<file path="config.mk">
export PLATFORM = sky130hd
export DESIGN_NAME = fault_record_store
export DESIGN_NICKNAME = d
export VERILOG_FILES = /design/src/hw/rtl/frs_pkg.sv /design/src/hw/rtl/frs_ram.sv /design/src/hw/rtl/fault_record_store.sv
export SDC_FILE = /design/constraint.sdc
export NUM_CORES = 2
export LEC_CHECK = 0
export BUFFER_PORTS_ARGS = -buffer_cell sky130_fd_sc_hd__buf_2
export CAP_MARGIN = 20
export CORE_MARGIN = 10
export CORE_UTILIZATION = 59
export CTS_CLUSTER_DIAMETER = 80
export DETAILED_ROUTE_END_ITERATION = 10
export PLACE_DENSITY = 0.73
export SLEW_MARGIN = 20
export SYNTH_ARGS = -nofsm -noshare
export SYNTH_HDL_FRONTEND = slang
export SYNTH_SLANG_ARGS = --single-unit
</file>
<file path="constraint.sdc">
create_clock -name clk -period 10.7 [get_ports clk]
set_input_delay 0.535 -clock clk [delete_from_list [all_inputs] [get_ports clk]]
set_output_delay 0.535 -clock clk [all_outputs]
set_load 0.05 [all_outputs]
</file>
<file path="src/hw/rtl/frs_pkg.sv">
`timescale 1ns / 1ps
package frs_pkg;

    localparam int FAULT_COUNT   = 32;
    localparam int HISTORY_DEPTH = 16;
    localparam int PERS_SLOTS    = 32;
    localparam int PERS_CAP      = (FAULT_COUNT < PERS_SLOTS) ? FAULT_COUNT : PERS_SLOTS;

    localparam int HIST_AW = (HISTORY_DEPTH > 1) ? $clog2(HISTORY_DEPTH) : 1;
    localparam int HIST_FW = $clog2(HISTORY_DEPTH + 1);
    localparam int PERS_AW = $clog2(PERS_SLOTS);

    localparam logic [1:0] OP_STORE     = 2'd0;
    localparam logic [1:0] OP_READ_HIST = 2'd1;
    localparam logic [1:0] OP_READ_PERS = 2'd2;

    localparam logic [1:0] REG_PERSISTENT_MASK = 2'd0;
    localparam logic [1:0] REG_ACTIVE_MASK     = 2'd1;

    typedef struct packed {
        logic [4:0]  id;
        logic [7:0]  status;
        logic [7:0]  qualifier;
        logic [63:0] boot;
    } rec_t;

    localparam int REC_W = $bits(rec_t);

endpackage

</file>
<file path="src/hw/rtl/frs_ram.sv">
`timescale 1ns / 1ps
module frs_ram #(
    parameter int WIDTH = 8,
    parameter int DEPTH = 16
) (
    input  logic                     clk,
    input  logic                     wr_en,
    input  logic [$clog2(DEPTH)-1:0] wr_addr,
    input  logic [WIDTH-1:0]         wr_data,
    input  logic                     rd_en,
    input  logic [$clog2(DEPTH)-1:0] rd_addr,
    output logic [WIDTH-1:0]         rd_data
);

    logic [WIDTH-1:0] mem [DEPTH];

    always_ff @(posedge clk)
    begin
        if (wr_en)
        begin
            mem[wr_addr] <= wr_data;
        end
        if (rd_en)
        begin
            rd_data <= mem[rd_addr];
        end
    end

endmodule

</file>
<file path="src/hw/rtl/fault_record_store.sv">
`timescale 1ns / 1ps
// Channel  | Signals                                         | Direction
// in       | in_valid/in_ready, opcode..boot_cycle_in        | item in
// out      | out_valid/out_ready, error..persistent_fill     | item out
// cfg      | cfg_valid/cfg_ready, cfg_index, cfg_data        | register write
//
// One item at a time. A read of an entry below the fill waits for the RAM read
// data; an out-of-range read, rejected store, unused opcode or non-persistent
// store goes to the output register directly. A persistent store scans slots,
// then updates, inserts if not full, or clears; a clear shifts each later slot
// down, so no slot is both scanned and shifted. The persistent RAM's single
// read port and registered read set this. Reset clears fills, head and the
// persistent mask and sets the active mask to 1; the RAMs are not cleared. A
// new item is taken while the previous result waits in the output register.
module fault_record_store
    import frs_pkg::*;
(
    input  logic        clk,
    input  logic        rst_n,
    input  logic        in_valid,
    output logic        in_ready,
    input  logic [1:0]  opcode,
    input  logic [15:0] fault_id,
    input  logic [4:0]  entry_index,
    input  logic [7:0]  status_in,
    input  logic [7:0]  qualifier_in,
    input  logic [63:0] boot_cycle_in,
    output logic        out_valid,
    input  logic        out_ready,
    output logic        error,
    output logic        entry_valid,
    output logic [4:0]  id_out,
    output logic [7:0]  status_out,
    output logic [7:0]  qualifier_out,
    output logic [63:0] boot_cycle_out,
    output logic [4:0]  history_fill,
    output logic [5:0]  persistent_fill,
    input  logic        cfg_valid,
    output logic        cfg_ready,
    input  logic [1:0]  cfg_index,
    input  logic [31:0] cfg_data
);

    localparam logic [3:0] S_IDLE  = 4'd0;
    localparam logic [3:0] S_HWAIT = 4'd1;  // history read data arriving
    localparam logic [3:0] S_PWAIT = 4'd2;  // persistent read data arriving
    localparam logic [3:0] S_SRD   = 4'd3;  // scan: issue slot read
    localparam logic [3:0] S_SCMP  = 4'd4;  // scan: compare id
    localparam logic [3:0] S_ACT   = 4'd5;  // insert / update / start removal
    localparam logic [3:0] S_SHRD  = 4'd6;  // shift: read slot+1
    localparam logic [3:0] S_SHWR  = 4'd7;  // shift: write slot
    localparam logic [3:0] S_DONE  = 4'd8;  // result to output register

    localparam logic [5:0] CAP6 = 6'(PERS_CAP);

    logic [3:0]         state_reg;
    logic [HIST_AW-1:0] hist_head_reg;
    logic [HIST_FW-1:0] hist_fill_reg;
    logic [5:0]         pers_fill_reg;
    logic [PERS_AW-1:0] scan_reg;
    logic               found_reg;
    logic               out_valid_reg;
    logic [31:0]        pmask_reg;
    logic [7:0]         amask_reg;

    logic [4:0]  id5_reg;
    logic [7:0]  st_reg;
    logic [7:0]  q_reg;
    logic [63:0] b_reg;
    logic        pend_err_reg;
    logic        pend_vld_reg;
    rec_t        pend_rec_reg;
    logic        out_err_reg;
    logic        out_vld_reg;
    rec_t        out_rec_reg;
    logic [4:0]  out_hfill_reg;
    logic [5:0]  out_pfill_reg;

    logic accept, store_ok, store_pers, hist_ok, pers_ok, out_load, inactive;
    logic [9:0] hk;
    logic [6:0] scan_p1, scan_p2;

    logic               h_wr_en, h_rd_en;
    logic [HIST_AW-1:0] h_rd_addr;
    rec_t               h_wr_data, h_rd_data;
    logic               p_wr_en, p_rd_en;
    logic [PERS_AW-1:0] p_wr_addr, p_rd_addr;
    rec_t               p_wr_data, p_rd_data;

    assign in_ready  = (state_reg == S_IDLE);
    assign cfg_ready = 1'b1;
    assign accept    = in_valid && in_ready;
    assign out_load  = (state_reg == S_DONE) && (!out_valid_reg || out_ready);

    assign store_ok   = (opcode == OP_STORE) && (17'(fault_id) < 17'(FAULT_COUNT));
    assign store_pers = (fault_id < 16'd32) && pmask_reg[fault_id[4:0]];
    assign hist_ok    = 9'(entry_index) < 9'(hist_fill_reg);
    assign pers_ok    = {1'b0, entry_index} < pers_fill_reg;
    assign inactive   = (st_reg & amask_reg) == 8'd0;
    assign scan_p1    = 7'(scan_reg) + 7'd1;
    assign scan_p2    = 7'(scan_reg) + 7'd2;

    // age 0 is the slot just behind head; idx < fill <= depth keeps this in range
    always_comb
    begin
        hk = 10'(hist_head_reg) + 10'(HISTORY_DEPTH - 1) - 10'(entry_index);
        if (hk >= 10'(HISTORY_DEPTH))
        begin
            hk = hk - 10'(HISTORY_DEPTH);
        end
    end

    assign h_wr_en   = accept && store_ok;
    assign h_wr_data = '{id: fault_id[4:0], status: status_in, qualifier: qualifier_in,
                         boot: boot_cycle_in};
    assign h_rd_en   = accept && (opcode == OP_READ_HIST);
    assign h_rd_addr = hk[HIST_AW-1:0];

    always_comb
    begin
        p_rd_en   = 1'b0;
        p_rd_addr = scan_reg;
        p_wr_en   = 1'b0;
        p_wr_addr = scan_reg;
        p_wr_data = '{id: id5_reg, status: st_reg, qualifier: q_reg, boot: b_reg};
        unique case (state_reg)
            S_IDLE:
            begin
                p_rd_en   = accept && (opcode == OP_READ_PERS);
                p_rd_addr = entry_index[PERS_AW-1:0];
            end
            S_SRD:
            begin
                p_rd_en = 1'b1;
            end
            S_SHRD:
            begin
                p_rd_en   = 1'b1;
                p_rd_addr = scan_p1[PERS_AW-1:0];
            end
            S_SHWR:
            begin
                p_wr_en   = 1'b1;
                p_wr_data = p_rd_data;
            end
            S_ACT:
            begin
                if (!inactive)
                begin
                    if (found_reg)
                    begin
                        p_wr_en = 1'b1;
                    end
                    else if (pers_fill_reg < CAP6)
                    begin
                        p_wr_en   = 1'b1;
                        p_wr_addr = pers_fill_reg[PERS_AW-1:0];
                    end
                end
            end
            default:
            begin
            end
        endcase
    end

    frs_ram #(.WIDTH(REC_W), .DEPTH(HISTORY_DEPTH)) u_hist_ram (
        .clk     (clk),
        .wr_en   (h_wr_en),
        .wr_addr (hist_head_reg),
        .wr_data (h_wr_data),
        .rd_en   (h_rd_en),
        .rd_addr (h_rd_addr),
        .rd_data (h_rd_data)
    );

    frs_ram #(.WIDTH(REC_W), .DEPTH(PERS_SLOTS)) u_pers_ram (
        .clk     (clk),
        .wr_en   (p_wr_en),
        .wr_addr (p_wr_addr),
        .wr_data (p_wr_data),
        .rd_en   (p_rd_en),
        .rd_addr (p_rd_addr),
        .rd_data (p_rd_data)
    );

    // control state
    always_ff @(posedge clk or negedge rst_n)
    begin
        if (!rst_n)
        begin
            state_reg     <= S_IDLE;
            hist_head_reg <= '0;
            hist_fill_reg <= '0;
            pers_fill_reg <= '0;
            scan_reg      <= '0;
            found_reg     <= 1'b0;
            out_valid_reg <= 1'b0;
            pmask_reg     <= '0;
            amask_reg     <= 8'd1;
        end
        else
        begin
            if (cfg_valid)
            begin
                unique case (cfg_index)
                    REG_PERSISTENT_MASK: pmask_reg <= cfg_data;
                    REG_ACTIVE_MASK:     amask_reg <= cfg_data[7:0];
                    default:
                    begin
                    end
                endcase
            end

            if (out_load)
            begin
                out_valid_reg <= 1'b1;
            end
            else if (out_ready)
            begin
                out_valid_reg <= 1'b0;
            end

            unique case (state_reg)
                S_IDLE:
                begin
                    if (accept)
                    begin
                        state_reg <= S_DONE;
                        if (store_ok)
                        begin
                            hist_head_reg <= (hist_head_reg == HIST_AW'(HISTORY_DEPTH - 1))
                                             ? '0 : hist_head_reg + 1'b1;
                            if (hist_fill_reg != HIST_FW'(HISTORY_DEPTH))
                            begin
                                hist_fill_reg <= hist_fill_reg + 1'b1;
                            end
                            if (store_pers)
                            begin
                                scan_reg  <= '0;
                                found_reg <= 1'b0;
                                state_reg <= (pers_fill_reg == 6'd0) ? S_ACT : S_SRD;
                            end
                        end
                        else if ((opcode == OP_READ_HIST) && hist_ok)
                        begin
                            state_reg <= S_HWAIT;
                        end
                        else if ((opcode == OP_READ_PERS) && pers_ok)
                        begin
                            state_reg <= S_PWAIT;
                        end
                    end
                end
                S_HWAIT, S_PWAIT:
                begin
                    state_reg <= S_DONE;
                end
                S_SRD:
                begin
                    state_reg <= S_SCMP;
                end
                S_SCMP:
                begin
                    if (p_rd_data.id == id5_reg)
                    begin
                        found_reg <= 1'b1;
                        state_reg <= S_ACT;
                    end
                    else if (scan_p1 == 7'(pers_fill_reg))
                    begin
                        state_reg <= S_ACT;
                    end
                    else
                    begin
                        scan_reg  <= scan_p1[PERS_AW-1:0];
                        state_reg <= S_SRD;
                    end
                end
                S_ACT:
                begin
                    state_reg <= S_DONE;
                    if (inactive)
                    begin
                        if (found_reg)
                        begin
                            if (scan_p1 < 7'(pers_fill_reg))
                            begin
                                state_reg <= S_SHRD;
                            end
                            else
                            begin
                                pers_fill_reg <= pers_fill_reg - 1'b1;
                            end
                        end
                    end
                    else if (!found_reg && (pers_fill_reg < CAP6))
                    begin
                        pers_fill_reg <= pers_fill_reg + 1'b1;
                    end
                end
                S_SHRD:
                begin
                    state_reg <= S_SHWR;
                end
                S_SHWR:
                begin
                    if (scan_p2 < 7'(pers_fill_reg))
                    begin
                        scan_reg  <= scan_p1[PERS_AW-1:0];
                        state_reg <= S_SHRD;
                    end
                    else
                    begin
                        pers_fill_reg <= pers_fill_reg - 1'b1;
                        state_reg     <= S_DONE;
                    end
                end
                S_DONE:
                begin
                    if (out_load)
                    begin
                        state_reg <= S_IDLE;
                    end
                end
                default:
                begin
                    state_reg <= S_IDLE;
                end
            endcase
        end
    end

    // payload
    always_ff @(posedge clk)
    begin
        if (accept)
        begin
            id5_reg      <= fault_id[4:0];
            st_reg       <= status_in;
            q_reg        <= qualifier_in;
            b_reg        <= boot_cycle_in;
            pend_err_reg <= (opcode == OP_STORE) && !store_ok;
            pend_vld_reg <= ((opcode == OP_READ_HIST) && hist_ok) ||
                            ((opcode == OP_READ_PERS) && pers_ok);
            pend_rec_reg <= '0;
        end
        if (state_reg == S_HWAIT)
        begin
            pend_rec_reg <= h_rd_data;
        end
        if (state_reg == S_PWAIT)
        begin
            pend_rec_reg <= p_rd_data;
        end
        if (out_load)
        begin
            out_err_reg   <= pend_err_reg;
            out_vld_reg   <= pend_vld_reg;
            out_rec_reg   <= pend_rec_reg;
            out_hfill_reg <= 5'(hist_fill_reg);
            out_pfill_reg <= pers_fill_reg;
        end
    end

    assign out_valid       = out_valid_reg;
    assign error           = out_err_reg;
    assign entry_valid     = out_vld_reg;
    assign id_out          = out_rec_reg.id;
    assign status_out      = out_rec_reg.status;
    assign qualifier_out   = out_rec_reg.qualifier;
    assign boot_cycle_out  = out_rec_reg.boot;
    assign history_fill    = out_hfill_reg;
    assign persistent_fill = out_pfill_reg;

endmodule

</file>
# After elaboration in Yosys (flattened, before gate mapping)
# Memories as Yosys holds them, arrays and structs flattened. A register that Yosys moved wholly into a read port is not among the register bits.
# Index checks and enable logic that the tools add are counted.
# word_totals
register_bits	336
mem_bits_rw	4080
inputBits	142
output_inout_bits	101
word_cells	167
mem_count	2
# mem_list
memory	depth	width	read_ports	rd_ports_with_merged_regs	write_ports	line	rtl
u_pers_ram.mem	32	85	1	1	1	frs_ram.sv:15	logic [WIDTH-1:0] mem [DEPTH];
u_hist_ram.mem	16	85	1	1	1	frs_ram.sv:15	
# classes
n_addsub	9
magnitude_cmp	9
n_eq_ne	27
n_mux	56
bitwise_logic	1
reduce_logical	36
# ops
op	n
85-bit 2-to-1 mux	4
5-bit 2-to-1 mux	10
4-bit 2-to-1 mux	12
16-bit by 6-bit less-than comparator with 1-bit output (second input constant)	2
4-bit case mux with 8 select lines	1
6-bit 2-to-1 mux	5
4-bit by 3-bit == test with 1-bit output (second input constant)	4
5-bit case mux with 3 select lines	1
1-bit 2-to-1 mux	14
6-bit less-than comparator	2
2-bit != test (second input constant)	6
6-bit case mux with 2 select lines	1
1-bit logical AND	11
10-bit by 5-bit >= comparator with 1-bit output (second input constant)	1
5-bit case mux with 2 select lines	1
5-bit AND reduction	2
3-bit 2-to-1 mux	3
3-bit != test (second input constant)	3
8-bit AND	1
4-bit by 2-bit == test with 1-bit output (second input constant)	2
4-bit == test (second input constant)	2
8-bit zero test	1
7-bit AND reduction	1
5-bit by 1-bit adder with 6-bit output (second input constant)	1
other kinds (32)	47

# Logic depth before layout (Yosys ltp)
# depth
ltp_word	7
mapped_depth	13
ltp_nobuf	11

# By module
# Synthesis repeated with hierarchy kept, for this count alone.
# hier_totals
hier_cells	8027
area_unflattened_um2	173423.8
# modules_own_cells
mod	instances	cells_each	area_per_inst_um2	seq_area_each_um2
frs_ram (u_pers_ram)	1	4970	105887.8	84230.8
frs_ram (u_hist_ram)	1	2180	53371.2	43391.6
fault_record_store	1	877	14164.8	9760.6

# Worst setup path before layout
# Ideal clock, no wire load.
# synth_path
kind	register to register
start	reg state_reg[1]
end	mem u_pers_ram.mem[18][0] (netlist bit) (enable)
setup_time_ns	0.633
t_arrival_ns	7.548
t_required_ns	10.067
slack_ns	2.519
path_stages_with_launch	10
path_buffers	3
period_less_slack_ns	8.181
path_cell_list	dfrtp_1 buf_6 clkbuf_1 nand2b_1 nor2_1 nand3_1 clkbuf_1 nor3_1 o21ai_1 nor3_1
# synth_via
elab_chain_len	4
word_cells_on_any_way	6
# synth_rtl
item	line	rtl
start: declaration	fault_record_store.sv:56	logic [3:0] state_reg;
start signal: assignment	fault_record_store.sv:242	state_reg <= (pers_fill_reg == 6'd0) ? S_ACT : S_SRD;
4-bit by 3-bit == test with 1-bit output	fault_record_store.sv:126	unique case (state_reg)
1-bit case mux with 2 select lines	fault_record_store.sv:126	
1-bit 2-to-1 mux	frs_ram.sv:19	if (wr_en)
1-bit 2-to-1 mux (implied by the code)	frs_ram.sv:21	mem[wr_addr] <= wr_data;
end: declaration	frs_ram.sv:15	
# Parallel ways exist; a longest one is shown, timed or not.

# Final worst setup path
# layout_path
start	reg state_reg[2]
end	mem u_pers_ram.mem[29][9] (netlist bit) (enable)
# Same word-level chain as after synthesis.

==> impl_metrics.yaml <==
status:
  status: "finished clean"
finish:
  largest_registers: "u_pers_ram.mem: 2720 flops, u_hist_ram.mem: 1360 flops"
  num-fill-cells: 18050
  fin_nets: 9297
  design_area_um2: 195500
  regMostFlops: "u_pers_ram.mem"
  stdcell_count: 13410
  largest_register_ff_count: 2720
  drive_above_1_share: 0.2126
  syn2layout_area_growth_pct: 12.10
die:
  die_x_um: 563.7
  initial_utilization: 0.5930
  rows: 199
  core-area_um2: 294100
  die_h_um: 563.7
  io_pins: 243
  die_area_um2: 317700
clocking:
  cts_buffers: 437
  clkLatencyLatePin_ps: 950
  cts_resized: 0
  htree_levels: 5
  clockRootBuffer: "clkbuf_16"
  clock_path_buffers: 4
  cts_sinks: 4586
  cts_hold_buf: 118
  clk_pin_slew_ps: 70
  cts_tree: "yes"
  cts_setup_buffers: 0
place:
  hpwl_um: 234900
  gp_congestion: 0.9273
  io_buffers: 241
  dp_cells: 12480
  place_area_um2: 180600
logic_synthesis:
  synthArstFlopShare: 0.01439
  synth_area_leaders: "edfxtp_1, mux4_2, nand2_1, mux2i_1, dfrtp_1"
  synth_nets: 8809
  synth_edf_count: 4520
  synth_seq_cells: 4586
  yosysTopAreaCell: "edfxtp_1"
  syn_inst: 8633
  ys_types: 71
  yosysTopAreaCellShare: 0.7783
  ys.flop_type: "edfxtp_1"
  avgSynthCellArea_um2: 20.20
  yosysWarnings: 0
  synth.cell_area_um2: 174400
  yosysSeqAreaShare: 0.7878
route:
  ant_nets: 0
  firstDrtPassIters: 7
  routed_wirelength_um: 470500
  routedWlPerCell_um: 35.08
  route.vias.total: 92390
  drc: 0
  drtIter0Drc: 15990
  via_per_inst: 6.888
critical_path:
  crit_path_top_delay_cell: "buf_4"
  path_cells: "nand2b_1, nor2_1, nand3_1, nor2_1, a21o_1, nand3_1, nor2_4, buf_4, buf_4"
  path_max_fanout: 39
  critical_path_required_ps: 11220
  crit_type: "reg2reg"
  startpoint_type: "flop"
  crit_family: "simple AND/OR/NAND/NOR gates"
  crit_path_max_incr_delay_ps: 890
  worst_setup_path_end_kind: "flop"
  crit_buf_inv: 2
  critical_path_arrival_ps: 6490
global_route:
  grt_pass1_vias: 91830
  grt.overflow.total: 0
  antenna_found_initial: 40
  grt_usage: 0.2924
  grt_max_degree: 161
  grt_pass1_wl_um: 669100
timing:
  report.final.hold_viol_count: 0
  rsz0062_at_grt: "no"
  max_slew_margin: 0.1886
  skew_ps: 69.29
  fin_crit_ps: 5971
  slew_viol_final: 0
  setup_tns_ps: 0
  tightest_slew_ps: 1217
  fin_crit_sh: 0.5580
  holdWs_ps: 46.37
  setup_viol: 0
  max_freq_ghz: 0.1675
pwr:
  powerDensity_nw_per_um2: 212.7
  max-vdd-ir-drop_uv: 198.5
  power_mw: 41.59
  p_leak_nw: 62.88
worst_hold_path:
  min_path_type: "in2reg"
job:
  maxCapViolations: 0
==> cell type report <==
class                   instances  area (um^2)  area share
flip-flops and latches       4586       137400      0.7028
multi-input cells            3536        35400      0.1811
clock buffers                 527        11440     0.05852
well taps                    3919         4903     0.02508
repair buffers                530         3999     0.02046
clock inverters               267         2202     0.01126
inverters                      30        120.1   0.0006144
diodes                         18        45.04   0.0002304
==> cell usage after synthesis, types with 3 or more instances <==
master	count
edfxtp_1	4520
nand2_1	1128
mux4_2	859
clkbuf_1	270
nand3_1	185
mux2i_1	177
a31oi_1	173
buf_2	119
a21oi_1	106
a21o_1	97
and3_1	94
nand4_1	89
a22oi_1	88
buf_1	88
a221oi_1	87
a22o_1	85
o2111ai_1	84
dfrtp_1	65
nor3_1	47
mux2_2	40
nor2_1	34
ha_1	33
inv_1	29
xnor2_1	19
o21ai_0	14
and2_1	11
nand2b_1	10
xor2_1	7
nor2b_1	6
and4_1	5
o22ai_1	4
nand3b_1	3
nor4_1	3
o21a_1	3
or2_2	3
==> layer usage <==
metal  GRT usage  vias up  wire length, um
li1            -    36360                -
met1      0.4026    47940           165100
met2      0.4559     6901           222200
met3     0.08124     1151            63030
met4      0.1067       36            19980
met5           0        -              242
==> cells by family (layout without fill, tap and decap cells) <==
logic type | count (synthesis) | count (layout) | share of synthesized area
flip-flops | 4586 | 4586 | 0.7878
XOR/XNOR | 26 | 26 | 0.001306
adder cells (fa/ha/maj) | 34 | 34 | 0.002483
other | 1 | 19 | 0.00002150
multiplexers | 1078 | 1078 | 0.1239
AO/OA/AOI/OAI | 765 | 765 | 0.03205
buffers and inverters | 511 | 1354 | 0.01201
AND/OR/NAND/NOR | 1632 | 1632 | 0.04046
==> power breakdown <==
group	total (mW)	internal, mW	switching (mW)
Clock	14.9	8.30	6.57
Combinational	6.08	2.25	3.82
Sequential	20.6	20.4	0.245
==> metrics by stage <==
step	util	setup slack (ps)
floorplan	-	2519
global route	0.6647	4567
global placement	0.6140	5138
finish	0.6648	4729
CTS	0.6644	5005
detailed placement	0.6140	5017
==> cell usage in the layout, fill, tap and decap left out, types with 16 or more instances in the layout <==
cell type,Yosys,layout
a31oi_1,173,172
nor2_1,34,23
nor3_1,47,18
edfxtp_1,4520,4520
bufinv_16,0,29
clkinv_2,0,86
inv_1,29,28
mux2i_1,177,177
clkbuf_1,270,80
clkbuf_16,0,443
clkinv_1,0,115
nand2_1,1128,1116
dlygate4sd3_1,0,118
nand4_1,89,89
clkinvlp_4,0,16
a22oi_1,88,88
a221oi_1,87,87
nand3_1,185,184
mux4_2,859,859
buf_12,0,25
and3_1,94,89
dfrtp_1,65,65
buf_4,2,142
buf_2,119,241
diode_2,0,18
mux2_2,40,40
a22o_1,85,85
o2111ai_1,84,84
ha_1,33,32
nor3_2,0,29
xnor2_1,19,17
a21o_1,97,97
a21oi_1,106,106
==> final timing paths <==
path	startpoint	end	slack, ps	depth (start not counted)
worst max-delay path	state_reg[2]	u_pers_ram.mem[29][9]	4730	9
worst min-delay path	status_in[0]	st_reg[0]	50	1
worst max register to register	state_reg[2]	u_pers_ram.mem[29][9]	4730	9
worst min register to register	pend_rec_reg[24]	boot_cycle_out[24]	410	0
max in group asynchronous	rst_n	pers_fill_reg[1]	9700	3
min in group asynchronous	rst_n	pmask_reg[25]	340	3
No activity file was read; power rests on OpenSTA's default activity.
